### config.mk
export PLATFORM = sky130hd
export DESIGN_NAME = wavetable_voice_register_writer_flat
export DESIGN_NICKNAME = d
export VERILOG_FILES = /design/src/rtl/wvrw_pkg.sv /design/src/rtl/wvrw_ifs.sv /design/src/rtl/wvrw_voice_state.sv /design/src/rtl/wvrw_write_seq.sv /design/src/rtl/wavetable_voice_register_writer.sv /design/src/flat_wrapper.sv
export SDC_FILE = /design/constraint.sdc
export NUM_CORES = 1
export LEC_CHECK = 0
export ABC_CLOCK_PERIOD_IN_PS = 10620
export BUFFER_PORTS_ARGS = -buffer_cell sky130_fd_sc_hd__buf_2
export CORE_MARGIN = 8
export CORE_UTILIZATION = 66
export CTS_CLUSTER_DIAMETER = 50
export DETAILED_ROUTE_END_ITERATION = 6
export PLACE_DENSITY_LB_ADDON = 0.15
export SYNTH_ARGS = -nofsm -noshare
export SYNTH_HDL_FRONTEND = slang
export SYNTH_SLANG_ARGS = --single-unit
export TNS_END_PERCENT = 20
### constraint.sdc
create_clock -name clock -period 10.62 [get_ports clock]
set_clock_uncertainty 0.1 [all_clocks]
set_input_delay 3.186 -clock clock [delete_from_list [all_inputs] [get_ports clock]]
set_output_delay 3.186 -clock clock [all_outputs]
set_load 0.02 [all_outputs]
### src/rtl/wvrw_pkg.sv
// Shared types, codes and the note frequency table of the voice register writer.
// No dependencies.
package wvrw_pkg;

   localparam logic [1:0] CMD_NOTE_ON  = 2'd0;
   localparam logic [1:0] CMD_NOTE_OFF = 2'd1;
   localparam logic [1:0] CMD_CONTROL  = 2'd2;

   localparam logic [6:0] CTRL_WAVE    = 7'd1;
   localparam logic [6:0] CTRL_VOLUME  = 7'd7;
   localparam logic [6:0] CTRL_ALL_OFF = 7'd123;

   localparam logic [6:0] FIRST_NOTE = 7'd21;
   localparam int         NOTE_COUNT = 107;

   // Write sequence kinds
   localparam logic [1:0] KIND_NOTE_ON = 2'd0;
   localparam logic [1:0] KIND_SILENCE = 2'd1;
   localparam logic [1:0] KIND_WAVE    = 2'd2;
   localparam logic [1:0] KIND_VOLUME  = 2'd3;

   localparam logic [2:0] STEP_LAST_NOTE_ON = 3'd7;
   localparam logic [2:0] STEP_LAST_SILENCE = 3'd3;
   localparam logic [2:0] STEP_LAST_SINGLE  = 3'd0;

   localparam logic [7:0] FREQ_HIGH_FLAG = 8'h80;

   typedef struct packed {
      logic [1:0]  kind;
      logic [3:0]  block;     // register block, address bits 6:3
      logic [17:0] freq;
      logic [1:0]  wave;
      logic [7:0]  vol_byte;  // volume register byte, count bits included
   } wvrw_job_type;

   localparam logic [17:0] FREQ_TABLE [NOTE_COUNT] = '{
      18'd61,    18'd64,    18'd68,    18'd72,    18'd77,    18'd81,
      18'd86,    18'd91,    18'd96,    18'd102,   18'd108,   18'd115,
      18'd121,   18'd129,   18'd136,   18'd145,   18'd153,   18'd162,
      18'd172,   18'd182,   18'd193,   18'd204,   18'd217,   18'd229,
      18'd243,   18'd257,   18'd273,   18'd289,   18'd306,   18'd324,
      18'd344,   18'd364,   18'd386,   18'd409,   18'd433,   18'd459,
      18'd486,   18'd515,   18'd546,   18'd578,   18'd613,   18'd649,
      18'd688,   18'd729,   18'd772,   18'd818,   18'd867,   18'd918,
      18'd973,   18'd1031,  18'd1092,  18'd1157,  18'd1226,  18'd1298,
      18'd1375,  18'd1457,  18'd1544,  18'd1636,  18'd1733,  18'd1836,
      18'd1945,  18'd2061,  18'd2183,  18'd2313,  18'd2451,  18'd2597,
      18'd2751,  18'd2914,  18'd3088,  18'd3271,  18'd3466,  18'd3672,
      18'd3890,  18'd4122,  18'd4367,  18'd4627,  18'd4902,  18'd5193,
      18'd5502,  18'd5829,  18'd6175,  18'd6542,  18'd6932,  18'd7344,
      18'd7780,  18'd8241,  18'd8733,  18'd9253,  18'd9804,  18'd10387,
      18'd11005, 18'd11659, 18'd12351, 18'd13085, 18'd13864, 18'd14689,
      18'd15561, 18'd16486, 18'd17467, 18'd18506, 18'd19609, 18'd20774,
      18'd22010, 18'd23318, 18'd24702, 18'd26170, 18'd27728
   };

endpackage

### src/rtl/wvrw_ifs.sv
// Valid/ready channel interfaces for voice events and register writes.
// No dependencies.
interface wvrw_req_if;
   logic       valid;
   logic       ready;
   logic [1:0] cmd;
   logic [3:0] voice;
   logic [6:0] key_or_control;
   logic [6:0] level;

   modport source (output valid, cmd, voice, key_or_control, level, input ready);
   modport sink   (input valid, cmd, voice, key_or_control, level, output ready);
endinterface

interface wvrw_rsp_if;
   logic       valid;
   logic       ready;
   logic [6:0] reg_address;
   logic [7:0] reg_data;
   logic       last_write;

   modport source (output valid, reg_address, reg_data, last_write, input ready);
   modport sink   (input valid, reg_address, reg_data, last_write, output ready);
endinterface

### src/rtl/wvrw_voice_state.sv
// Per-voice state and event decode: turns one event into a write job.
// Depends on wvrw_pkg.
module wvrw_voice_state
   import wvrw_pkg::*;
#(
   parameter int VOICES = 4
) (
   input  logic         clock,
   input  logic         reset,
   input  logic         accept,
   input  logic [1:0]   cmd,
   input  logic [3:0]   voice,
   input  logic [6:0]   key_or_control,
   input  logic [6:0]   level,
   output logic         job_load,
   output wvrw_job_type job
);

   localparam int         VIDX_W     = (VOICES > 1) ? $clog2(VOICES) : 1;
   localparam logic [3:0] BLOCK_0    = 4'(16 - VOICES);
   localparam logic [3:0] LAST_VOICE = 4'(VOICES - 1);
   localparam logic [2:0] COUNT_BITS = 3'(VOICES - 1);

   // Volume writes always carry the freshly written value, so only
   // the active flag and wave select are kept per voice.
   logic              active_ff [VOICES];
   logic              active_in;
   logic [1:0]        wave_ff [VOICES];
   logic [1:0]        wave_in;
   logic              state_we;

   logic              in_range;
   logic [VIDX_W-1:0] vidx;
   logic              is_note_on;
   logic              is_silence;
   logic              is_wave;
   logic              is_volume;
   logic [3:0]        vol;

   assign in_range = voice < 4'(VOICES);
   assign vidx     = voice[VIDX_W-1:0];

   always_comb begin
      is_note_on = 1'b0;
      is_silence = 1'b0;
      is_wave    = 1'b0;
      is_volume  = 1'b0;
      if (in_range) begin
         case (cmd)
            CMD_NOTE_ON:  is_note_on = key_or_control >= FIRST_NOTE;
            CMD_NOTE_OFF: is_silence = 1'b1;
            CMD_CONTROL: begin
               is_wave    = key_or_control == CTRL_WAVE;
               is_volume  = key_or_control == CTRL_VOLUME;
               is_silence = key_or_control == CTRL_ALL_OFF;
            end
            default: ;
         endcase
      end
   end

   // A wave change keeps the voice's active flag as it is.
   always_comb begin
      state_we  = accept && (is_note_on || is_silence || is_wave);
      active_in = is_note_on || (is_wave && active_ff[vidx]);
      wave_in   = is_wave ? level[6:5] : wave_ff[vidx];
   end

   always_ff @(posedge clock) begin
      if (reset) begin
         for (int i = 0; i < VOICES; i++) begin
            active_ff[i] <= 1'b0;
            wave_ff[i]   <= 2'd0;
         end
      end else if (state_we) begin
         active_ff[vidx] <= active_in;
         wave_ff[vidx]   <= wave_in;
      end
   end

   always_comb begin
      vol = is_silence ? 4'd0 : level[6:3];

      job.block    = BLOCK_0 + voice;
      job.freq     = FREQ_TABLE[key_or_control - FIRST_NOTE];
      job.wave     = is_wave ? level[6:5] : wave_ff[vidx];
      job.vol_byte = {1'b0, (voice == LAST_VOICE) ? COUNT_BITS : 3'd0, vol};

      if (is_note_on)
         job.kind = KIND_NOTE_ON;
      else if (is_silence)
         job.kind = KIND_SILENCE;
      else if (is_wave)
         job.kind = KIND_WAVE;
      else
         job.kind = KIND_VOLUME;

      job_load = accept && (is_note_on || is_silence ||
                            ((is_wave || is_volume) && active_ff[vidx]));
   end

endmodule

### src/rtl/wvrw_write_seq.sv
// Job register, write step counter and result register of the voice register writer.
// Depends on wvrw_pkg and wvrw_rsp_if.
module wvrw_write_seq
   import wvrw_pkg::*;
(
   input  logic         clock,
   input  logic         reset,
   input  logic         job_load,
   input  wvrw_job_type job,
   output logic         job_free,
   wvrw_rsp_if.source   rsp_chan
);

   logic         job_valid_ff, job_valid_in;
   wvrw_job_type job_ff;
   logic [2:0]   step_ff, step_in;

   logic         rsp_valid_ff, rsp_valid_in;
   logic [6:0]   addr_ff;
   logic [7:0]   data_ff;
   logic         last_ff;

   logic         advance;
   logic         last_step;
   logic [2:0]   step_last;
   logic [2:0]   offset;
   logic [7:0]   data;

   always_comb begin
      unique case (job_ff.kind)
         KIND_NOTE_ON: step_last = STEP_LAST_NOTE_ON;
         KIND_SILENCE: step_last = STEP_LAST_SILENCE;
         KIND_WAVE:    step_last = STEP_LAST_SINGLE;
         KIND_VOLUME:  step_last = STEP_LAST_SINGLE;
         default:      step_last = STEP_LAST_SINGLE;
      endcase
   end

   // Register offset and byte for the current step.
   always_comb begin
      offset = 3'd0;
      data   = 8'h00;
      unique case (job_ff.kind)
         KIND_NOTE_ON: begin
            case (step_ff)
               3'd0: offset = 3'd1;
               3'd1: offset = 3'd3;
               3'd2: offset = 3'd5;
               3'd3: begin
                  offset = 3'd0;
                  data   = job_ff.freq[7:0];
               end
               3'd4: begin
                  offset = 3'd2;
                  data   = job_ff.freq[15:8];
               end
               3'd5: begin
                  offset = 3'd4;
                  data   = FREQ_HIGH_FLAG | {6'd0, job_ff.freq[17:16]};
               end
               3'd6: begin
                  offset = 3'd6;
                  data   = {2'd0, job_ff.wave, 4'd0};
               end
               default: begin
                  offset = 3'd7;
                  data   = job_ff.vol_byte;
               end
            endcase
         end
         KIND_SILENCE: begin
            case (step_ff)
               3'd0: begin
                  offset = 3'd7;
                  data   = job_ff.vol_byte;
               end
               3'd1: offset = 3'd0;
               3'd2: offset = 3'd2;
               default: begin
                  offset = 3'd4;
                  data   = FREQ_HIGH_FLAG;
               end
            endcase
         end
         KIND_WAVE: begin
            offset = 3'd6;
            data   = {2'd0, job_ff.wave, 4'd0};
         end
         KIND_VOLUME: begin
            offset = 3'd7;
            data   = job_ff.vol_byte;
         end
         default: ;
      endcase
   end

   assign advance   = job_valid_ff && (!rsp_valid_ff || rsp_chan.ready);
   assign last_step = step_ff == step_last;
   assign job_free  = !job_valid_ff || (advance && last_step);

   always_comb begin
      job_valid_in = job_valid_ff;
      step_in      = step_ff;
      if (advance) begin
         step_in = step_ff + 3'd1;
         if (last_step)
            job_valid_in = 1'b0;
      end
      if (job_load) begin
         job_valid_in = 1'b1;
         step_in      = 3'd0;
      end
      rsp_valid_in = advance || (rsp_valid_ff && !rsp_chan.ready);
   end

   always_ff @(posedge clock) begin
      if (reset) begin
         job_valid_ff <= 1'b0;
         step_ff      <= 3'd0;
         rsp_valid_ff <= 1'b0;
      end else begin
         job_valid_ff <= job_valid_in;
         step_ff      <= step_in;
         rsp_valid_ff <= rsp_valid_in;
      end
   end

   always_ff @(posedge clock) begin
      if (job_load)
         job_ff <= job;
      if (advance) begin
         addr_ff <= {job_ff.block, offset};
         data_ff <= data;
         last_ff <= last_step;
      end
   end

   assign rsp_chan.valid       = rsp_valid_ff;
   assign rsp_chan.reg_address = addr_ff;
   assign rsp_chan.reg_data    = data_ff;
   assign rsp_chan.last_write  = last_ff;

endmodule

### src/rtl/wavetable_voice_register_writer.sv
// Voice events in, wavetable chip register writes out, one write per cycle while the output is not stalled.
// Each event is decoded in the cycle it is taken; a job register then plays its writes
// into the result register. A note on makes eight writes, a note off or all-notes-off four,
// a wave or volume control on an active voice one, and any other event none. The
// next event is taken in the cycle the last write of the previous one enters the result
// register, so the pace is set by the single write path: one register write per cycle unless stalled.
// Depends on wvrw_pkg and wvrw_ifs.
module wavetable_voice_register_writer
   import wvrw_pkg::*;
#(
   parameter int VOICES = 4
) (
   input  logic       clock,
   input  logic       reset,
   wvrw_req_if.sink   req_chan,
   wvrw_rsp_if.source rsp_chan
);

   logic         accept;
   logic         job_load;
   logic         job_free;
   wvrw_job_type job;

   assign req_chan.ready = job_free;
   assign accept         = req_chan.valid && job_free;

   wvrw_voice_state #(
      .VOICES (VOICES)
   ) u_state (
      .clock          (clock),
      .reset          (reset),
      .accept         (accept),
      .cmd            (req_chan.cmd),
      .voice          (req_chan.voice),
      .key_or_control (req_chan.key_or_control),
      .level          (req_chan.level),
      .job_load       (job_load),
      .job            (job)
   );

   wvrw_write_seq u_seq (
      .clock    (clock),
      .reset    (reset),
      .job_load (job_load),
      .job      (job),
      .job_free (job_free),
      .rsp_chan (rsp_chan)
   );

endmodule

### src/flat_wrapper.sv
// flat-port wrapper written by rule: the top's interface ports become plain ports
module wavetable_voice_register_writer_flat import wvrw_pkg::*;
#(
   parameter int VOICES = 4
)
  (clock, reset, req_chan_valid, req_chan_cmd, req_chan_voice, req_chan_key_or_control, req_chan_level, req_chan_ready, rsp_chan_valid, rsp_chan_reg_address, rsp_chan_reg_data, rsp_chan_last_write, rsp_chan_ready);
  wvrw_req_if req_chan_i ();
  wvrw_rsp_if rsp_chan_i ();
  input  logic clock;
  input  logic reset;
  input wire logic [$bits(req_chan_i.valid)-1:0] req_chan_valid;
  input wire logic [$bits(req_chan_i.cmd)-1:0] req_chan_cmd;
  input wire logic [$bits(req_chan_i.voice)-1:0] req_chan_voice;
  input wire logic [$bits(req_chan_i.key_or_control)-1:0] req_chan_key_or_control;
  input wire logic [$bits(req_chan_i.level)-1:0] req_chan_level;
  output wire logic [$bits(req_chan_i.ready)-1:0] req_chan_ready;
  output wire logic [$bits(rsp_chan_i.valid)-1:0] rsp_chan_valid;
  output wire logic [$bits(rsp_chan_i.reg_address)-1:0] rsp_chan_reg_address;
  output wire logic [$bits(rsp_chan_i.reg_data)-1:0] rsp_chan_reg_data;
  output wire logic [$bits(rsp_chan_i.last_write)-1:0] rsp_chan_last_write;
  input wire logic [$bits(rsp_chan_i.ready)-1:0] rsp_chan_ready;
  assign req_chan_i.valid = req_chan_valid;
  assign req_chan_i.cmd = req_chan_cmd;
  assign req_chan_i.voice = req_chan_voice;
  assign req_chan_i.key_or_control = req_chan_key_or_control;
  assign req_chan_i.level = req_chan_level;
  assign req_chan_ready = req_chan_i.ready;
  assign rsp_chan_valid = rsp_chan_i.valid;
  assign rsp_chan_reg_address = rsp_chan_i.reg_address;
  assign rsp_chan_reg_data = rsp_chan_i.reg_data;
  assign rsp_chan_last_write = rsp_chan_i.last_write;
  assign rsp_chan_i.ready = rsp_chan_ready;
  wavetable_voice_register_writer #(.VOICES(VOICES)) u_core (.clock(clock), .reset(reset), .req_chan(req_chan_i), .rsp_chan(rsp_chan_i));
endmodule
# After elaboration in Yosys (flattened, before gate mapping)
# Memories as Yosys holds them, arrays and structs flattened. A register that Yosys moved wholly into a read port is not among the register bits.
# Cells that the tools add are included.
[op_classes] n_eq_ne=16 bitwise_logic=1 mux=33 n_reduce_logical=32 n_lt_le_gt_ge=2 addsub=3
[op_table] operator="$pmux W8 S5" n=1
[op_table] operator="$pmux W8 S4" n=1
[op_table] operator="$pmux W3 S7" n=1
[op_table] operator="$mux W1" n=20
[op_table] operator="$pmux W3 S3" n=2
[op_table] operator="$pmux W8 S2" n=1
[op_table] operator="$pmux W3 S4" n=1
[op_table] operator="$mux W2" n=5
[op_table] operator="$reduce_or A2 Y1" n=5
[op_table] operator="$eq A3 B3 Y1 const B" n=3
[op_table] operator="$logic_and A1 B1 Y1" n=8
[op_table] operator="$logic_or A1 B1 Y1" n=8
[op_table] operator="$not A7 Y8" n=1
[op_table] operator="$eq A7 B1 Y1 const B" n=1
[op_table] operator="$eq A7 B3 Y1 const B" n=1
[op_table] operator="$eq A7 B7 Y1 const B" n=1
[op_table] operator="$ge A7 B5 Y1 const B" n=1
[op_table] operator="$sub A7 B5 Y7 const B" n=1
[op_table] operator="$eq A2 B2 Y1 const B" n=3
[op_table] operator="$eq A3 B2 Y1 const B" n=2
[op_table] operator="$add A4 B4 Y4 const A" n=1
[op_table] operator="$eq A2 B1 Y1 const B" n=2
[op_table] operator="$eq A4 B2 Y1 const B" n=1
[op_table] operator="$logic_not A2 Y1" n=2
[op_table] operator="11 further kinds" n=14
[totals] out_inout_bits=18 ram_bits=12 romBits=2304 reg_bits=36 input_bits=24 n_memories=3 elab_cells=102
[memory_table] name="(name not given)" depth=128 word_bits=18 read_ports=1 rd_clocked_by_memory_dff=1 wr=0 line="wvrw_voice_state.sv:85" source="job.freq = FREQ_TABLE[key_or_control - FIRST_NOTE];"
[memory_table] name="u_core.u_state.wave_ff" depth=4 word_bits=2 read_ports=1 rd_clocked_by_memory_dff=0 wr=4 line="wvrw_voice_state.sv:28" source="logic [1:0] wave_ff [VOICES];"
[memory_table] name="u_core.u_state.active_ff" depth=4 word_bits=1 read_ports=1 rd_clocked_by_memory_dff=0 wr=4 line="wvrw_voice_state.sv:26" source="logic active_ff [VOICES];"

# Depth between registers and ports, before layout
[logic_depth] word_depth=13 ltp_mapped=12 depth_no_buf=9

# Cells and area by module
# From an unflattened synthesis, not the netlist that was laid out.
[unflattened] cells_unflattened=632 area_unflattened_um2=5532.8
[by_module_without_submodules] mod="wvrw_voice_state" cells_each=484 seq_area_each_um2=360.3 area_per_inst_um2=3315.7 n_inst=1
[by_module_without_submodules] mod="wvrw_write_seq" cells_each=147 seq_area_each_um2=1601.5 area_per_inst_um2=2210.9 n_inst=1
[by_module_without_submodules] mod="wavetable_voice_register_writer" cells_each=1 seq_area_each_um2=0.0 area_per_inst_um2=6.3 n_inst=1

# Worst setup path before layout
# Ideal clock, no wire load.
[synth_path] path_kind="input to output" from="in rsp_chan_ready" to="out req_chan_ready" slack_ns=3.801 cell_stages=2 arrival_time_ns=3.533 n_path_buf=0 required_ns=7.334 path_cell_list="nor2b_1 > o21ai_2"
[synth_via] elab_chain_len=4
[synth_rtl] item="from (decl)" line="flat_wrapper.sv:21" source="input wire logic [$bits(rsp_chan_i.ready)-1:0] rsp_chan_ready;"
[synth_rtl] item="$logic_or A1 B1 Y1" line="wvrw_write_seq.sv:97" source="assign advance = job_valid_ff && (!rsp_valid_ff || rsp_chan.ready);"
[synth_rtl] item="$logic_and A1 B1 Y1" line="wvrw_write_seq.sv:97"
[synth_rtl] item="$logic_and A1 B1 Y1" line="wvrw_write_seq.sv:99" source="assign job_free = !job_valid_ff || (advance && last_step);"
[synth_rtl] item="$logic_or A1 B1 Y1" line="wvrw_write_seq.sv:99"
[synth_rtl] item="to (decl)" line="flat_wrapper.sv:16" source="output wire logic [$bits(req_chan_i.ready)-1:0] req_chan_ready;"
# Every way passes these cells.

# Worst setup path in the final report
[layout_path] from="in req_chan_key_or_control[0]" to="reg, netlist name u_core.u_seq.job_ff[14]"
[layout_via] elab_chain_len=7 elab_cells_between_ends=19 classes_between="1 x add/sub; 1 x order compare; 3 x eq/ne; 8 x mux; 1 x bitwise; 5 x reduce/logical"
[layout_rtl] item="from (decl)" line="flat_wrapper.sv:14" source="input wire logic [$bits(req_chan_i.key_or_control)-1:0] req_chan_key_or_control;"
[layout_rtl] item="branches (longest 7 deep; another with $ge A7 B5 Y1)"
# Several ways; the timed one is not identified.
# A chain may end at the register's enable or synchronous reset.

==> impl_metrics.yaml <==
run_status:
  status: "finished, final reports clean"
timing:
  slew_headroom_pct: 32.9
  drv_slew: 0
  hold_viol_final: 0
  timing.final.ws_setup_ps: 3250
  tightest_slew_ps: 1010
  rsz0062_at_grt: "no"
  finalHoldWorstSlack_ps: 324
  tns_ps: 0
  min_period_ps: 7370
  setup_viol: 0
  fmax_mhz: 136
  period_share_pct: 69.4
place:
  place.gp.congestion: 0.944
  post-place-ws_ps: 3070
  dp_hpwl_mm: 9.70
  numPortBuffers: 38
  dp_cells: 687
final_layout:
  drive_gt1_share_pct: 16.5
  syn_to_final_growth_pct: 6.21
  instances_no_fill: 703
  antenna_cells: 0
  nets: 638
clock_network:
  ctsResizeCount: 0
  cts.clk_slew.worst_paths_ps: 80
  cts_tree: "yes"
  postCtsSetupBuffers: 0
  cts_inserted_buffers: 9
  clock_latency_ps: 340
  clock_sinks: 61
  holdBufCountCts: 0
  htreeDepth: 3
  cts_root_buf: "clkbuf_8"
  cts_buffer_depth: 2
floorplanning:
  ios: 42
  die_h_um: 104
  die_area_um2: 10900
  fp.dieW_um: 104
  row_count: 32
  core-area_um2: 7650
  initial_utilization_pct: 67.4
detailed_routing:
  wl_met3_mm: 1.49
  wirelength_mm: 14.1
  ant_nets: 0
  vias_per_cell: 6.83
  dr.pass1.iters: 6
  vias: 4805
  wl_per_cell_um: 20.0
  drcViolationCount: 0
  highest_layer: "met4"
  wl_met1_mm: 5.55
  met2WireLength_mm: 6.74
  drt_iter0_drc: 673
yosys:
  yosys_warnings: 0
  async_flop_share_pct: 0
  synth_edf_count: 56
  syn_area_um2: 5160
  yosysSeqAreaShare_pct: 34.6
  synth_cell_type_count: 86
  syn_area_per_cell_um2: 8.71
  synth.largest_area_cell: "edfxtp_1"
  synth_seq_cells: 61
  synthCells: 592
  synth_area_leaders: "edfxtp_1 33%, a21oi_1 4.8%, ha_1 4.4%, nand2_1 4.1%, nor2_1 3.9%"
  synth_fp_nets: 634
  synth_top_area_share_pct: 32.6
  synthFlopType: "edfxtp_1"
global_route:
  grt_pass1_wl_mm: 22.5
  antenna_found_initial: 0
  grt_pass1_vias: 4459
  grt_max_degree: 44
  overflow: 0
  grt_use_total_pct: 24.9
power_and_ir_drop:
  cellPowerDensity_nw_per_um2: 124
  switching_share_pct: 33.9
  ir_drop_v: 0.0000880
  p_leak_nw: 1.99
  switchingPower_w: 0.000231
  pwr-share-comb_pct: 29.4
  internal_power_w: 0.000449
  seq_power_share_pct: 40.1
  clockPowerShare_pct: 30.5
worst_setup_path:
  worst_r2r_endpoint: "u_core.u_state.wave_ff[2][0]$_SDFFCE_PN0P_"
  path_class: "primary input to register"
  reg2regPathDepth: 6
  crit_path_max_fanout: 32
  critPathCaptureType: "register"
  reg2reg_slack_ps: 8220
  crit_required_ps: 10690
  arrival_ps: 7450
  startpoint_type: "primary input"
  timing.rr.start: "u_core.u_seq.step_ff[2]$_SDFFE_PP0P_"
flow_run:
  maxCapViolCount: 0
min_path:
  hold_end: "u_core.u_seq.rsp_chan.reg_address[5]$_DFFE_PP_"
  holdPathStages: 0
  hp-class: "register to register"
  min_from: "u_core.u_seq.job_ff[30]$_DFFE_PP_"
sequential cells by signal (all words and copies together), names as in the netlist:
signal,cells
u_core.u_seq.job_ff,28
u_core.u_seq.rsp_chan.reg_data,8
u_core.u_state.wave_ff,8
u_core.u_seq.rsp_chan.reg_address,7
u_core.u_state.active_ff,4
u_core.u_seq.step_ff,3
u_core.u_seq.job_valid_ff,1
u_core.u_seq.rsp_chan.last_write,1
u_core.u_seq.rsp_chan.valid,1
kinds of logic after synthesis:
family / count (synthesis) / synth area share, %
AO/OA/AOI/OAI: 211 / 27.8
AND/OR/NAND/NOR: 199 / 19.4
buffers and inverters: 75 / 6.67
flip-flops: 61 / 34.6
adder cells (fa/ha/maj): 19 / 4.56
multiplexers: 16 / 4.63
XOR/XNOR: 11 / 2.38
worst max-delay path by stage:
stage | endpoint | start | cells after the start | slack (ps)
after floorplan | req_chan_ready | rsp_chan_ready | 2 | 3800
after global placement | u_core.u_seq.job_ff[14]$_DFFE_PP_ | req_chan_key_or_control[0] | 11 | 3120
after CTS | u_core.u_seq.job_ff[14]$_DFFE_PP_ | req_chan_key_or_control[0] | 11 | 3430
after global routing | u_core.u_seq.job_ff[13]$_DFFE_PP_ | req_chan_key_or_control[0] | 10 | 3100
final | u_core.u_seq.job_ff[14]$_DFFE_PP_ | req_chan_key_or_control[0] | 11 | 3250
after detailed placement | u_core.u_seq.job_ff[14]$_DFFE_PP_ | req_chan_key_or_control[0] | 11 | 3070
power groups by stage:
stage / combinational, W / clock [W] / sequential [W]
5_1_grt: 0.000214 / 0.000219 / 0.000273
2_1_floorplan: 0.000148 / 0 / 0.000278
4_1_cts: 0.000193 / 0.000211 / 0.000273
3_3_place_gp: 0.000187 / 0 / 0.000278
3_5_place_dp: 0.000191 / 0 / 0.000278
6_report: 0.000200 / 0.000208 / 0.000273
metrics by stage:
step	power [W]	utilization, %	instance area (µm²)
6_report	0.000680	71.6	5480
3_5_place_dp	0.000469	69.0	5280
2_1_floorplan	0.000427	-	5160
5_1_grt	0.000706	71.6	5480
3_3_place_gp	0.000465	69.0	5280
4_1_cts	0.000676	71.6	5480
routing by layer:
| layer | vias to the layer above | track usage, % |
|---|---|---|
| met5 | - | 0 |
| met4 | 0 | 8.38 |
| met3 | 36 | 6.07 |
| met2 | 341 | 40.8 |
| met1 | 2181 | 31.4 |
| li1 | 2247 | - |
worst max-delay path, cell delays in order:
cell       delay (ps)
buf_2             430
inv_2             250
ha_1              550
ha_1             1100
buf_4             440
nor2_1            180
a21o_1            220
a22o_1            180
a221oi_1          520
o2111ai_1         200
o22ai_1           180
synth_stat cells (7+ instances only):
library cell and number:
nor3_1 13, nor2b_1 12, clkbuf_1 16, a31oi_1 13, o211ai_1 11, o22ai_1 7, o21ai_0 37, a211oi_1 11
nand3_1 11, nand2_1 57, inv_1 20, buf_2 29, nor2_1 53, ha_1 18, edfxtp_1 56, a21oi_1 49
mux2i_1 7, a32oi_1 7, nand2b_1 14
cell usage in the layout, fill, tap and decap left out, types with 5 or more instances in the layout:
cell / netlist / final
a32oi_1: 7 / 7
nor3_2: 5 / 5
nand4_1: 6 / 6
a31oi_1: 13 / 13
mux2i_1: 7 / 7
a21o_1: 5 / 5
and2_1: 5 / 5
nor2_1: 53 / 52
nor3_1: 13 / 13
nand2b_1: 14 / 14
inv_1: 20 / 20
buf_4: 5 / 7
nor2b_1: 12 / 12
mux4_2: 6 / 6
o22ai_1: 7 / 7
o21ai_0: 37 / 37
a22oi_1: 6 / 6
dfxtp_1: 5 / 5
a21oi_1: 49 / 49
nand3_1: 11 / 11
nand2_1: 57 / 57
a211oi_1: 11 / 11
o2111ai_1: 5 / 5
ha_1: 18 / 18
edfxtp_1: 56 / 56
o211ai_1: 11 / 11
buf_2: 29 / 38
clkbuf_8: 0 / 9
cell type report:
class,count,area [µm²]
Multi-Input combinational cell,456,3040
Fill cell,599,2170
Sequential cell,61,1780
Timing Repair Buffer,45,243
Tap cell,102,128
Clock buffer,9,124
Inverter,23,86.3
Clock inverter,7,73.8
(Power assumes the default switching activity.)
